**config.mk**
```make
export PLATFORM = sky130hd
export DESIGN_NAME = pone_vstore
export DESIGN_NICKNAME = d
export VERILOG_FILES = /design/src/rtl/core/pone_pkg.sv /design/src/rtl/core/pone_vstore.sv
export SDC_FILE = /design/constraint.sdc
export NUM_CORES = 1
export LEC_CHECK = 0
export BUFFER_PORTS_ARGS = -buffer_cell sky130_fd_sc_hd__buf_2
export CAP_MARGIN = 10
export CORE_MARGIN = 8
export CORE_UTILIZATION = 55
export CTS_CLUSTER_DIAMETER = 150
export CTS_CLUSTER_SIZE = 30
export DETAILED_ROUTE_END_ITERATION = 12
export GPL_ROUTABILITY_DRIVEN = 0
export PLACE_DENSITY_LB_ADDON = 0.15
export SLEW_MARGIN = 20
export SYNTH_ARGS = -nofsm -noshare
export SYNTH_HDL_FRONTEND = slang
export SYNTH_SLANG_ARGS = --single-unit
```
**constraint.sdc**
```tcl
create_clock -name i_clk -period 15.7 [get_ports i_clk]
set_input_delay 3.14 -clock i_clk [delete_from_list [all_inputs] [get_ports i_clk]]
set_output_delay 3.14 -clock i_clk [all_outputs]
set_load 0.02 [all_outputs]
```
**src/rtl/core/pone_pkg.sv**
```systemverilog
// Shared types and constants for the polygon orientation and edge normal block.
package pone_pkg;

    localparam int COORD_W       = 24;
    localparam int NORM_W        = 16;
    localparam int IDX_W         = 4;
    localparam int MAX_VERTS_DEF = 16;
    localparam int NORM_ONE      = 16384;

    typedef enum logic [1:0] {
        ST_OK   = 2'd0,
        ST_FEW  = 2'd1,
        ST_MANY = 2'd2
    } t_status;

    typedef struct packed {
        logic                      start;
        logic signed [COORD_W:0]   dx;
        logic signed [COORD_W:0]   dy;
    } t_norm_req;

    typedef struct packed {
        logic                      done;
        logic signed [NORM_W-1:0]  nx;
        logic signed [NORM_W-1:0]  ny;
    } t_norm_rsp;

endpackage

```
**src/rtl/core/pone_vstore.sv**
```systemverilog
// Vertex store: one write port, two registered read ports.
module pone_vstore #(
    parameter int DEPTH = pone_pkg::MAX_VERTS_DEF,
    parameter int AW    = $clog2(pone_pkg::MAX_VERTS_DEF)
) (
    input  logic                            i_clk,
    input  logic                            i_we,
    input  logic [AW-1:0]                   i_waddr,
    input  logic [pone_pkg::COORD_W-1:0]    i_wx,
    input  logic [pone_pkg::COORD_W-1:0]    i_wy,
    input  logic [AW-1:0]                   i_raddr_a,
    input  logic [AW-1:0]                   i_raddr_b,
    output logic [pone_pkg::COORD_W-1:0]    o_ax,
    output logic [pone_pkg::COORD_W-1:0]    o_ay,
    output logic [pone_pkg::COORD_W-1:0]    o_bx,
    output logic [pone_pkg::COORD_W-1:0]    o_by
);

    logic [2*pone_pkg::COORD_W-1:0] r_mem [DEPTH];
    logic [2*pone_pkg::COORD_W-1:0] r_rda;
    logic [2*pone_pkg::COORD_W-1:0] r_rdb;

    always_ff @(posedge i_clk) begin
        if (i_we) begin
            r_mem[i_waddr] <= {i_wx, i_wy};
        end
        r_rda <= r_mem[i_raddr_a];
        r_rdb <= r_mem[i_raddr_b];
    end

    assign o_ax = r_rda[2*pone_pkg::COORD_W-1:pone_pkg::COORD_W];
    assign o_ay = r_rda[pone_pkg::COORD_W-1:0];
    assign o_bx = r_rdb[2*pone_pkg::COORD_W-1:pone_pkg::COORD_W];
    assign o_by = r_rdb[pone_pkg::COORD_W-1:0];

endmodule

```
Yosys cells after proc, flatten, opt, wreduce, memory -nomap -nowiden:

Memory sizes are Yosys's and may differ from the RTL's. A register that Yosys moved wholly into a read port is not among the register bits.
Index checks and enable logic that the tools add are counted.

* bits in registers: 0
* RAM bits: 768
* input port bits: 62
* output and inout port bits: 96
* word-level logic and storage cells: 3
* memories kept: 1

Memory list
* r_mem: depth 16, width 48, read ports 2, clocked after Yosys merged registers in 2, write ports 1, RTL line pone_vstore.sv:19 `logic [2*pone_pkg::COORD_W-1:0] r_mem [DEPTH];`

* multiplexer cells: 2

Operator list (count)
* 1-bit two-way mux: 2

Depth between registers and ports, before layout:

* word-level depth: 2
* mapped depth: 6
* gate-level depth less buffers: 3

Worst setup path before layout:

Ideal clock, no wire load.

* path type: input to register
* start point: input i_waddr[2]
* end point: memory r_mem[0][0] in the netlist's numbering (enable)
* setup time: 513 ps
* data arrival time: 6931 ps
* data required time: 15187 ps
* slack: 8256 ps
* stages: 2
* buffers on the path: 0
* path through: or3b_2 -> nor3_1

RTL lines
* start, declared: RTL line pone_vstore.sv:8 `input logic [AW-1:0] i_waddr,`
* end, declared: RTL line pone_vstore.sv:19

Straight into the memory's write port.

==> flow_summary.ini <==
[status]
outcome = finished clean

[route]
drc = 0
drtPass1Iterations = 5
dr.first_iter.drc_count = 2207
antenna_left = 0
routed_wl_um = 90300
vias = 18714
vias_per_cell = 6.96
avgRoutedWirePerCell_um = 33.6

[floorplanning]
fp.dieArea_um2 = 74300
boundaryPins = 158
die_h_um = 273
die_w_um = 273
start_util_pct = 55.3
core_um2 = 65500
std_cell_rows = 94

[layout]
multiInputGateArea_um2 = 10800
syn2layout_area_growth_pct = 7.66
fillers = 4591
fin_cells = 2690
nets = 1859
seqCellArea_um2 = 25000
layout-drive-gt1-share_pct = 35.2
final_util_pct = 59.5

[worst_setup_path]
crit_path_end_kind = register
critPathMaxFanout = 84
crit_type = input pin to register
cp.arrival_ns = 6.30
required_ns = 16.19
critPathLaunchType = input pin

[logic_synthesis]
synthDistinctLibCells = 18
synth-seq-cells = 864
synth_warnings = 0
seq_area_frac_synth_pct = 69.0
synth_compound_area_share_pct = 3.98
synth_top_area_share_pct = 63.7
synth_mux_area_share_pct = 23.9
yosys.area_share.simple_pct = 1.42
synth_fa_ha_area_share_pct = 0
synth_top_family_by_area = multiplexers
synthCells = 1693
netlist_area_um2 = 36200
synth_area_leaders = edfxtp_1 64%, mux4_2 24%, dfxtp_1 5.3%
synth_fp_nets = 1755
yosysTopAreaCell = edfxtp_1
avgSynthCellArea_um2 = 21.4
synth_xor_area_share_pct = 0

[clocking]
cts_tree = done
cts_buffers = 34
clkTransAtPathRegs_ns = 0.11
cts_hold_buf = 0
htree_levels = 2
cts_buffer_depth = 3
cts.sink_count = 864
cts-resized-gates = 0
cts-root-buf = clkbuf_16
clk_latency_ns = 0.62
cts_setup_buffers = 0

[global_route]
grt_max_degree = 85
use_met2_pct = 39.3
grt_antenna_before_repair = 9
use_met1_pct = 34.7
grt_pass1_wl_um = 133000
grt_pass1_vias = 19522
grt-ovfl-total = 0
grt-busiest-layer = met2
track_usage_pct = 24.4
grt_use_met3_pct = 5.03

[pwr]
p_leak_nw = 12.4
peakVddDrop_uv = 67.4
power.density_nw_per_um2 = 106

[timing]
final_max_slew_viol_count = 0
fmax_mhz = 172
period_share_pct = 37.0
setup_viol = 0
max-slew-margin-rel_pct = 22.4
timing_hold_violations_final = 0
tns_ns = 0
worst_pin_slew_ns = 1.16
finalCriticalPeriod_ns = 5.81
grt_setup_unrepaired = false
skew_ns = 0.0302

[flow_run]
drv_cap = 0

[placed_design]
dp.cells = 2625
hpwl_um = 43500
portBuffers = 157

[min_path]
hold_path_class = register to register
-- registers in the layout (all words and copies together), names as in the netlist --
| name | count |
|---|---|
| r_mem | 768 |
| r_rda | 48 |
| r_rdb | 48 |
-- synth_stat cells --
master	number
nand3_1	1
nor2b_1	4
edfxtp_1	768
or3b_2	1
nand2_1	97
nand2b_1	2
dfxtp_1	96
nand3b_1	2
a22oi_1	192
buf_4	17
mux4_2	384
buf_6	5
clkbuf_1	46
buf_1	32
nor2_1	14
buf_2	26
and2_1	2
nor3_1	4
-- layout make-up --
class                   count  share of cell area (%)
diodes                      4                  0.0257
clock buffers              60                    2.60
clock inverters             1                  0.0225
multi-input cells         703                    27.6
flip-flops and latches    864                    64.1
well taps                 864                    2.77
repair buffers            194                    2.84
-- worst paths after layout --
path / from / slack, ns / to / cells past startpoint
worst max register to register: r_mem[3][14] / 14.19 / r_rdb[14] / 3
worst max-delay path: i_raddr_b[1] / 9.89 / r_rdb[39] / 6
worst min-delay path: r_mem[14][3] / 0.70 / r_rda[3] / 3
worst min register to register: r_mem[14][3] / 0.70 / r_rda[3] / 3
-- logic make-up (layout without fill, tap and decap cells) --
| family | after synthesis | count (layout) |
|---|---|---|
| AO/OA/AOI/OAI | 192 | 192 |
| buffers and inverters | 126 | 255 |
| flip-flops | 864 | 864 |
| multiplexers | 384 | 384 |
| other | 0 | 4 |
| AND/OR/NAND/NOR | 127 | 127 |
-- per-stage QoR --
stage	instance area, um^2	power, mW	setup slack (ns)	hold slack (ns)
finish	39000	4.12	9.89	0.701
CTS	38900	4.14	9.97	0.703
floorplan	36200	2.90	8.26	0.655
global route	39000	4.24	9.86	0.737
global placement	37900	3.04	9.38	0.667
detailed placement	37900	3.05	9.33	0.681
-- power breakdown --
| group | leakage, nW | switching (mW) | total (mW) | internal, mW |
|---|---|---|---|---|
| registers | 7.75 | 0.0301 | 2.60 | 2.57 |
| clock network | 0.487 | 0.671 | 1.12 | 0.450 |
| logic | 4.14 | 0.233 | 0.395 | 0.162 |
| total | 12.4 | 0.934 | 4.12 | 3.18 |
-- routing by layer --
| layer | wire, um | up-vias | share of wire (%) |
|---|---|---|---|
| li1 | - | 7529 | - |
| met1 | 36400 | 10126 | 40 |
| met2 | 44000 | 916 | 49 |
| met3 | 8010 | 135 | 8.9 |
| met4 | 1810 | 8 | 2.0 |
| met5 | 64 | - | 0.071 |
-- cell usage in the layout (no fill, tap or decap), types with 4 or more instances in the layout --
cell type / count
clkbuf_1: 23
nor3_2: 4
mux4_2: 384
buf_2: 153
nor2b_4: 4
diode_2: 4
a22oi_1: 192
dfxtp_1: 96
edfxtp_1: 768
nand2_1: 97
buf_4: 35
clkbuf_16: 37
nor2_4: 14
-- worst max-delay path, stage by stage --
cell and delay [ns]:
clkbuf_8 0.66, buf_4 0.96, buf_4 0.70, mux4_2 0.41, a22oi_1 0.23, nand2_1 0.08
(Power assumes the default switching activity.)
