[config.mk]
export PLATFORM = sky130hd
export DESIGN_NAME = pone_normal
export DESIGN_NICKNAME = d
export VERILOG_FILES = /design/src/rtl/core/pone_pkg.sv /design/src/rtl/core/pone_normal.sv
export SDC_FILE = /design/constraint.sdc
export NUM_CORES = 2
export LEC_CHECK = 0
export ABC_AREA = 1
export BUFFER_PORTS_ARGS = -buffer_cell sky130_fd_sc_hd__buf_2
export CORE_ASPECT_RATIO = 1.4
export CORE_UTILIZATION = 48
export CTS_CLUSTER_SIZE = 30
export DETAILED_ROUTE_END_ITERATION = 8
export PLACE_DENSITY = 0.65
export SLEW_MARGIN = 15
export SYNTH_ARGS = -nofsm -noshare
export SYNTH_HDL_FRONTEND = slang
export SYNTH_SLANG_ARGS = --single-unit
[constraint.sdc]
create_clock -name i_clk -period 22.8 [get_ports i_clk]
set_input_delay 2.28 -clock i_clk [delete_from_list [all_inputs] [get_ports i_clk]]
set_output_delay 2.28 -clock i_clk [all_outputs]
set_load 0.01 [all_outputs]
[src/rtl/core/pone_pkg.sv]
// Shared types and constants for the polygon orientation and edge normal block.
package pone_pkg;

    localparam int COORD_W       = 24;
    localparam int NORM_W        = 16;
    localparam int IDX_W         = 4;
    localparam int MAX_VERTS_DEF = 16;
    localparam int NORM_ONE      = 16384;

    typedef enum logic [1:0] {
        ST_OK   = 2'd0,
        ST_FEW  = 2'd1,
        ST_MANY = 2'd2
    } t_status;

    typedef struct packed {
        logic                      start;
        logic signed [COORD_W:0]   dx;
        logic signed [COORD_W:0]   dy;
    } t_norm_req;

    typedef struct packed {
        logic                      done;
        logic signed [NORM_W-1:0]  nx;
        logic signed [NORM_W-1:0]  ny;
    } t_norm_rsp;

endpackage

[src/rtl/core/pone_normal.sv]
// Iterative unit normal: normalise, square, bitwise square root, two restoring divides.
module pone_normal (
    input  logic                  i_clk,
    input  logic                  i_rst_n,
    input  pone_pkg::t_norm_req   i_req,
    output pone_pkg::t_norm_rsp   o_rsp
);

    localparam int M_W  = pone_pkg::COORD_W;
    localparam int SQ_W = 2 * M_W;
    localparam int V_W  = SQ_W + 1 + 14;
    localparam int L_W  = 32;
    localparam int R_W  = 48;
    localparam int Q_W  = 15;

    typedef enum logic [7:0] {
        N_IDLE = 8'b0000_0001,
        N_NORM = 8'b0000_0010,
        N_SQR  = 8'b0000_0100,
        N_SUM  = 8'b0000_1000,
        N_SQRT = 8'b0001_0000,
        N_PREP = 8'b0010_0000,
        N_DIV  = 8'b0100_0000,
        N_DONE = 8'b1000_0000
    } t_nstate;

    t_nstate          r_state;
    logic [M_W-1:0]   r_ax, r_ay;
    logic             r_negdy, r_posdx, r_zero;
    logic [SQ_W-1:0]  r_sqx, r_sqy;
    logic [V_W-1:0]   r_v, r_root, r_bit;
    logic [R_W-1:0]   r_remx, r_remy, r_dsh;
    logic [Q_W-1:0]   r_qx, r_qy;
    logic [3:0]       r_cnt;

    logic [M_W:0]     w_absdx, w_absdy;
    logic [SQ_W-1:0]  w_sqx, w_sqy;
    logic [V_W:0]     w_trial;
    logic [L_W-1:0]   w_lenq;
    logic             w_gex, w_gey;
    logic [Q_W-1:0]   w_capx, w_capy;

    assign w_absdx = i_req.dx[M_W] ? (M_W+1)'(-i_req.dx) : (M_W+1)'(i_req.dx);
    assign w_absdy = i_req.dy[M_W] ? (M_W+1)'(-i_req.dy) : (M_W+1)'(i_req.dy);
    assign w_sqx   = r_ax * r_ax;
    assign w_sqy   = r_ay * r_ay;
    assign w_trial = {1'b0, r_root} + {1'b0, r_bit};
    assign w_lenq  = r_root[L_W-1:0];
    assign w_gex   = r_remx >= r_dsh;
    assign w_gey   = r_remy >= r_dsh;
    assign w_capx  = (r_qx > Q_W'(pone_pkg::NORM_ONE)) ? Q_W'(pone_pkg::NORM_ONE) : r_qx;
    assign w_capy  = (r_qy > Q_W'(pone_pkg::NORM_ONE)) ? Q_W'(pone_pkg::NORM_ONE) : r_qy;

    always_ff @(posedge i_clk) begin
        if (!i_rst_n) begin
            r_state <= N_IDLE;
        end else begin
            unique case (r_state)
                N_IDLE: begin
                    if (i_req.start) begin
                        r_ax    <= w_absdx[M_W-1:0];
                        r_ay    <= w_absdy[M_W-1:0];
                        r_negdy <= i_req.dy[M_W];
                        r_posdx <= !i_req.dx[M_W] && (i_req.dx != '0);
                        r_zero  <= (i_req.dx == '0) && (i_req.dy == '0);
                        r_state <= ((i_req.dx == '0) && (i_req.dy == '0)) ? N_DONE : N_NORM;
                    end
                end
                N_NORM: begin
                    if (r_ax[M_W-1] || r_ay[M_W-1]) begin
                        r_state <= N_SQR;
                    end else begin
                        r_ax <= {r_ax[M_W-2:0], 1'b0};
                        r_ay <= {r_ay[M_W-2:0], 1'b0};
                    end
                end
                N_SQR: begin
                    r_sqx   <= w_sqx;
                    r_sqy   <= w_sqy;
                    r_state <= N_SUM;
                end
                N_SUM: begin
                    r_v     <= {(SQ_W+1)'(r_sqx) + (SQ_W+1)'(r_sqy), 14'd0};
                    r_root  <= '0;
                    r_bit   <= {1'b1, (V_W-1)'(0)};
                    r_state <= N_SQRT;
                end
                N_SQRT: begin
                    if ({1'b0, r_v} >= w_trial) begin
                        r_v    <= r_v - w_trial[V_W-1:0];
                        r_root <= (r_root >> 1) + r_bit;
                    end else begin
                        r_root <= r_root >> 1;
                    end
                    r_bit <= r_bit >> 2;
                    if (r_bit[0]) begin
                        r_state <= N_PREP;
                    end
                end
                N_PREP: begin
                    r_remx  <= (R_W'(r_ay) << 22) + R_W'(w_lenq);
                    r_remy  <= (R_W'(r_ax) << 22) + R_W'(w_lenq);
                    r_dsh   <= R_W'({w_lenq, 1'b0}) << 14;
                    r_qx    <= '0;
                    r_qy    <= '0;
                    r_cnt   <= '0;
                    r_state <= N_DIV;
                end
                N_DIV: begin
                    if (w_gex) begin
                        r_remx <= r_remx - r_dsh;
                    end
                    if (w_gey) begin
                        r_remy <= r_remy - r_dsh;
                    end
                    r_qx  <= {r_qx[Q_W-2:0], w_gex};
                    r_qy  <= {r_qy[Q_W-2:0], w_gey};
                    r_dsh <= r_dsh >> 1;
                    r_cnt <= r_cnt + 4'd1;
                    if (r_cnt == 4'(Q_W - 1)) begin
                        r_state <= N_DONE;
                    end
                end
                N_DONE: begin
                    r_state <= N_IDLE;
                end
                default: r_state <= N_IDLE;
            endcase
        end
    end

    always_comb begin
        o_rsp.done = (r_state == N_DONE);
        if (r_zero) begin
            o_rsp.nx = '0;
            o_rsp.ny = '0;
        end else begin
            o_rsp.nx = r_negdy ? -pone_pkg::NORM_W'(w_capx) : pone_pkg::NORM_W'(w_capx);
            o_rsp.ny = r_posdx ? -pone_pkg::NORM_W'(w_capy) : pone_pkg::NORM_W'(w_capy);
        end
    end

endmodule

-- Word-level counts from Yosys, hierarchy flattened
Index checks and enable logic that the tools add are counted.
- register bits: 522
- output and inout bits: 33
- logic and storage cells: 105
- $add $sub $neg: 13
- multiply operators: 2
- $lt $le $gt $ge: 5
- equal/unequal tests: 17
- muxes and demuxes: 32
- reductions and logical operators: 19
- operator list (cell ; number):
    $pmux W63 S2 ; 3
    $pmux W48 S2 ; 3
    $mux W24 ; 6
    $mux W63 ; 2
    $ge A48 B48 Y1 ; 2
    $mul A24 B24 Y48 ; 2
    $mux W48 ; 2
    $pmux W24 S2 ; 2
    $sub A48 B48 Y48 ; 2
    $add A46 B32 Y47 ; 2
    $add A63 B63 Y64 ; 1
    $ge A63 B64 Y1 ; 1
    $add A62 B63 Y63 ; 1
    $sub A63 B63 Y63 ; 1
    $pmux W15 S2 ; 2
    $pmux W8 S7 ; 1
    $logic_not A25 Y1 ; 2
    $add A48 B48 Y49 ; 1
    $neg A24 Y24 ; 2
    $mux W8 ; 5
    $mux W16 ; 2
    $mux W32 ; 1
    $neg A15 Y16 ; 2
    $gt A15 B15 Y1 const B ; 2
    other kinds (21) ; 38

-- Longest topological paths before layout
- word-level depth: 5
- depth in mapped cells: 30
- depth with buffers taken out: 28

-- Worst setup path after synthesis
Ideal clock, no wire load.
- kind: input-to-reg
- from: in i_rst_n
- to: reg r_remy[0] (enable)
- library setup time: 482 ps
- data arrival time: 8783 ps
- required time: 22318 ps
- setup slack: 13535 ps
- cell stages on the path: 4
- buffers on the path: 0
- cells stage by stage: clkinv_1 > nor2_1 > inv_1 > a31oi_1
- longest elaborated chain between the ends: 1
- RTL lines (item ; RTL line ; source):
    from (decl) ; pone_normal.sv:4 ; input logic i_rst_n,
    $reduce_and A3 Y1 (no source line) ; n/a ;
    to (signal assigned) ; pone_normal.sv:102 ; r_remy <= (R_W'(r_ax) << 22) + R_W'(w_lenq);
    to (signal assigned) ; pone_normal.sv:114 ; r_remy <= r_remy - r_dsh;
    to (decl) ; pone_normal.sv:32 ; logic [R_W-1:0] r_remx, r_remy, r_dsh;
Every way passes these cells.
A chain may end at the register's enable or synchronous reset.

-- Worst setup path in the final report
- from: reg r_ay[11]
- to: reg r_sqy[32] (data pin)
- longest elaborated chain between the ends: 1
- RTL lines (item ; RTL line ; source):
    from (decl) ; pone_normal.sv:28 ; logic [M_W-1:0] r_ax, r_ay;
    from (signal assigned) ; pone_normal.sv:62 ; r_ay <= w_absdy[M_W-1:0];
    from (signal assigned) ; pone_normal.sv:74 ; r_ay <= {r_ay[M_W-2:0], 1'b0};
    $mul A24 B24 Y48 ; pone_normal.sv:46 ; assign w_sqy = r_ay * r_ay;
    net w_sqy[32] ; pone_normal.sv:37 ; logic [SQ_W-1:0] w_sqx, w_sqy;
    to (signal assigned) ; pone_normal.sv:79 ; r_sqy <= w_sqy;
    to (decl) ; pone_normal.sv:30 ; logic [SQ_W-1:0] r_sqx, r_sqy;
The timed path passes the listed nets, and every way through them passes these cells.

==> impl_metrics.yaml <==
run_status:
  status: "finished, final reports clean"
clock_network:
  cts_sinks: 488
  cts_resized: 0
  clk_pin_slew_worst_paths_ns: 0.07
  cts_tree: "yes"
  clock_latency_ns: 0.76
  htreeDepth: 2
  cts_hold_buffers: 0
  clockBufferDepth: 3
  numCtsBuffers: 58
  cts-root-buf: "clkbuf_16"
  post_cts_buffers: 0
die:
  rows: 173
  initial_core_util_pct: 48.3
  die_area_um2: 161000
  core_um2: 159000
  die_height_um: 475
  die_w_um: 340
  io_pins: 86
sta:
  setup-violations-final: 0
  min_period_ns: 7.41
  fmax_ghz: 0.135
  finClkSkew_ns: 0.107
  drv_slew: 0
  layout_worst_path_cycle_share_pct: 32.5
  worst_slew_pin_slew_ns: 1.26
  relSlewSlack_pct: 16.1
  fin_tns_setup_ns: 0
  hold_viol_final: 0
  rsz0062_at_grt: "no"
  worst_slack_ns: 15.39
logic_synthesis:
  synth_area_leaders: "fa_1, edfxtp_1, inv_1, nand2_1, ha_1"
  syn-mean-instance-area_um2: 7.39
  syn-num-nets: 11900
  syn_area_um2: 76700
  synth-compound-area-share_pct: 11.7
  synth_top_area_share_pct: 22.2
  synth_edf_count: 480
  synthArstFlopShare_pct: 0
  syn-instance-count: 10400
  ys_ff_latch: 488
  synthXorXnorAreaFrac_pct: 3.43
  muxShareOfSynthArea_pct: 0
  yosys.area_share.simple_pct: 20.5
  synth_top_family_by_area: "adder cells"
  synth_ff_type: "edfxtp_1"
  ys_types: 51
  synthAdderAreaFrac_pct: 32.7
  ys_warn_count: 0
  synth_largest_area_cell: "fa_1"
  ys_seq_area_share_pct: 19.0
global_route:
  grt_pass1_vias: 72100
  antenna_found_initial: 3
  grt_first_pass_wirelength_um: 420000
  grt_max_degree: 69
  overflow: 0
  grt_usage_pct: 34.6
flow_run:
  drv_cap: 0
route:
  vias: 69100
  wl_um: 279000
  vias_per_cell: 5.52
  drt_iter0_drc: 4878
  ant_nets: 0
  drtPass1Iterations: 9
  avgRoutedWirePerCell_um: 22.3
  drc: 0
critical_path:
  crit_path_frequent_cell: "fa_1"
  worstSetupPathType: "flop to flop"
  worstSetupEndpointType: "flop"
  path_max_fanout: 26
  critPathTopFamily: "adder cells"
  r2r_cells: 23
  path_buf_inv: 7
  critPathArrivalTime_ns: 7.92
  critPathSlowestCell: "fa_1"
  crit_required_ns: 23.31
  slowest_delay_ns: 0.58
  crit_chain: "buf_4 -> nand2_1 -> inv_1 -> fa_1 -> inv_1 -> fa_1 -> fa_1 -> inv_1 -> fa_1 -> fa_1 -> fa_1 -> inv_1 -> fa_1 -> inv_1 -> ha_1 -> nand2_1 -> nor2_1 -> inv_1 -> nor4_1 -> a21o_1 -> nand2_1 -> nand2_1 -> xor2_1"
  path_depth: 23
  worst_setup_path_start_kind: "flop"
final_layout:
  fillers: 15800
  fin_util_pct: 51.4
  final_common_cell: "inv_1"
  final_nets: 11900
  final_cell_mix: "inv_1, nand2_1, nor2_1"
  multi_input_area_um2: 52600
  final_layout_size_suffix_gt1_share_pct: 2.98
  syn2layout_area_growth_pct: 6.37
  seq_area_um2: 14600
  stdcell_count: 12500
placed_design:
  portBuffers: 85
  place_congestion: 1.07
  post-place-cells: 12400
  pre_cts_ws_ns: 15.56
  dpl.hpwl_um: 232000
min_path:
  hp-class: "flop to flop"
  whs_path_depth: 2
==> layout make-up <==
cell class	instances	share of cell area, %
timing repair buffer	162	1.23
clock buffer	63	1.80
inverter	2330	10.7
sequential	488	17.9
clock inverter	45	0.709
tap	2100	3.22
multi-input combinational	7338	64.4
antenna	5	0.0153
==> flip-flops by register name (all words and copies together), names as in the netlist <==
register and cells:
r_state 8, r_root 63, r_sqx 47, r_ax 24, r_qx 15, r_negdy 1
r_ay 24, r_v 63, r_remy 48, r_bit 32, r_zero 1, r_posdx 1
r_dsh 47, r_remx 48, r_cnt 4, r_sqy 47, r_qy 15
==> through the flow <==
| stage | cell area, um^2 | hold slack, ns |
|---|---|---|
| floorplan | 76700 | 0.455 |
| global placement | 79500 | 0.543 |
| detailed placement | 79500 | 0.537 |
| CTS | 81600 | 0.489 |
| global route | 81600 | 0.530 |
| finish | 81600 | 0.490 |
==> worst min-delay path, stage by stage, from the launching register on <==
cell,delay (ns)
edfxtp_1,0.34
nand2_1,0.05
o21ai_0,0.06
==> cell usage after synthesis (all sizes together) (28+ instances only) <==
cell type and number:
nor2 1060, edfxtp 480, a21o 68, xnor2 111, a31oi 73, nand4 74, o21a 28, nor3 100
clkbuf 175, nand2 2162, inv 2326, a21oi 641, o21bai 57, nand3 367, o21ai 696, xor2 189
nor4 46, buf 50, ha 645, fa 850
==> kinds of logic (layout without fill, tap and decap cells) <==
logic type      count (synthesis)  after routing
flops                         488            488
xor+xnor                      300            300
simple gates                 3888           3888
fa+ha+maj                    1495           1495
compound gates               1655           1655
buf+inv                      2555           2600
other cells                     0              5
==> routing by layer <==
layer,vias to the layer above,wire length (um),global-route usage [%]
li1,32600,-,-
met1,33100,101000,37.6
met2,2533,140000,62.5
met3,836,13900,3.29
met4,0,24100,25.7
met5,-,0,0
==> final timing paths <==
path                 start   endpoint  slack, ns
setup / recovery  r_ay[11]  r_sqy[32]      15.39
hold / removal    r_ay[13]   r_ay[14]       0.49
setup reg to reg  r_ay[11]  r_sqy[32]      15.39
hold reg to reg   r_ay[13]   r_ay[14]       0.49
Power is left out: the tool's default activity adds up to more than one toggle a clock period on the data nets, which glitch-free logic cannot reach.
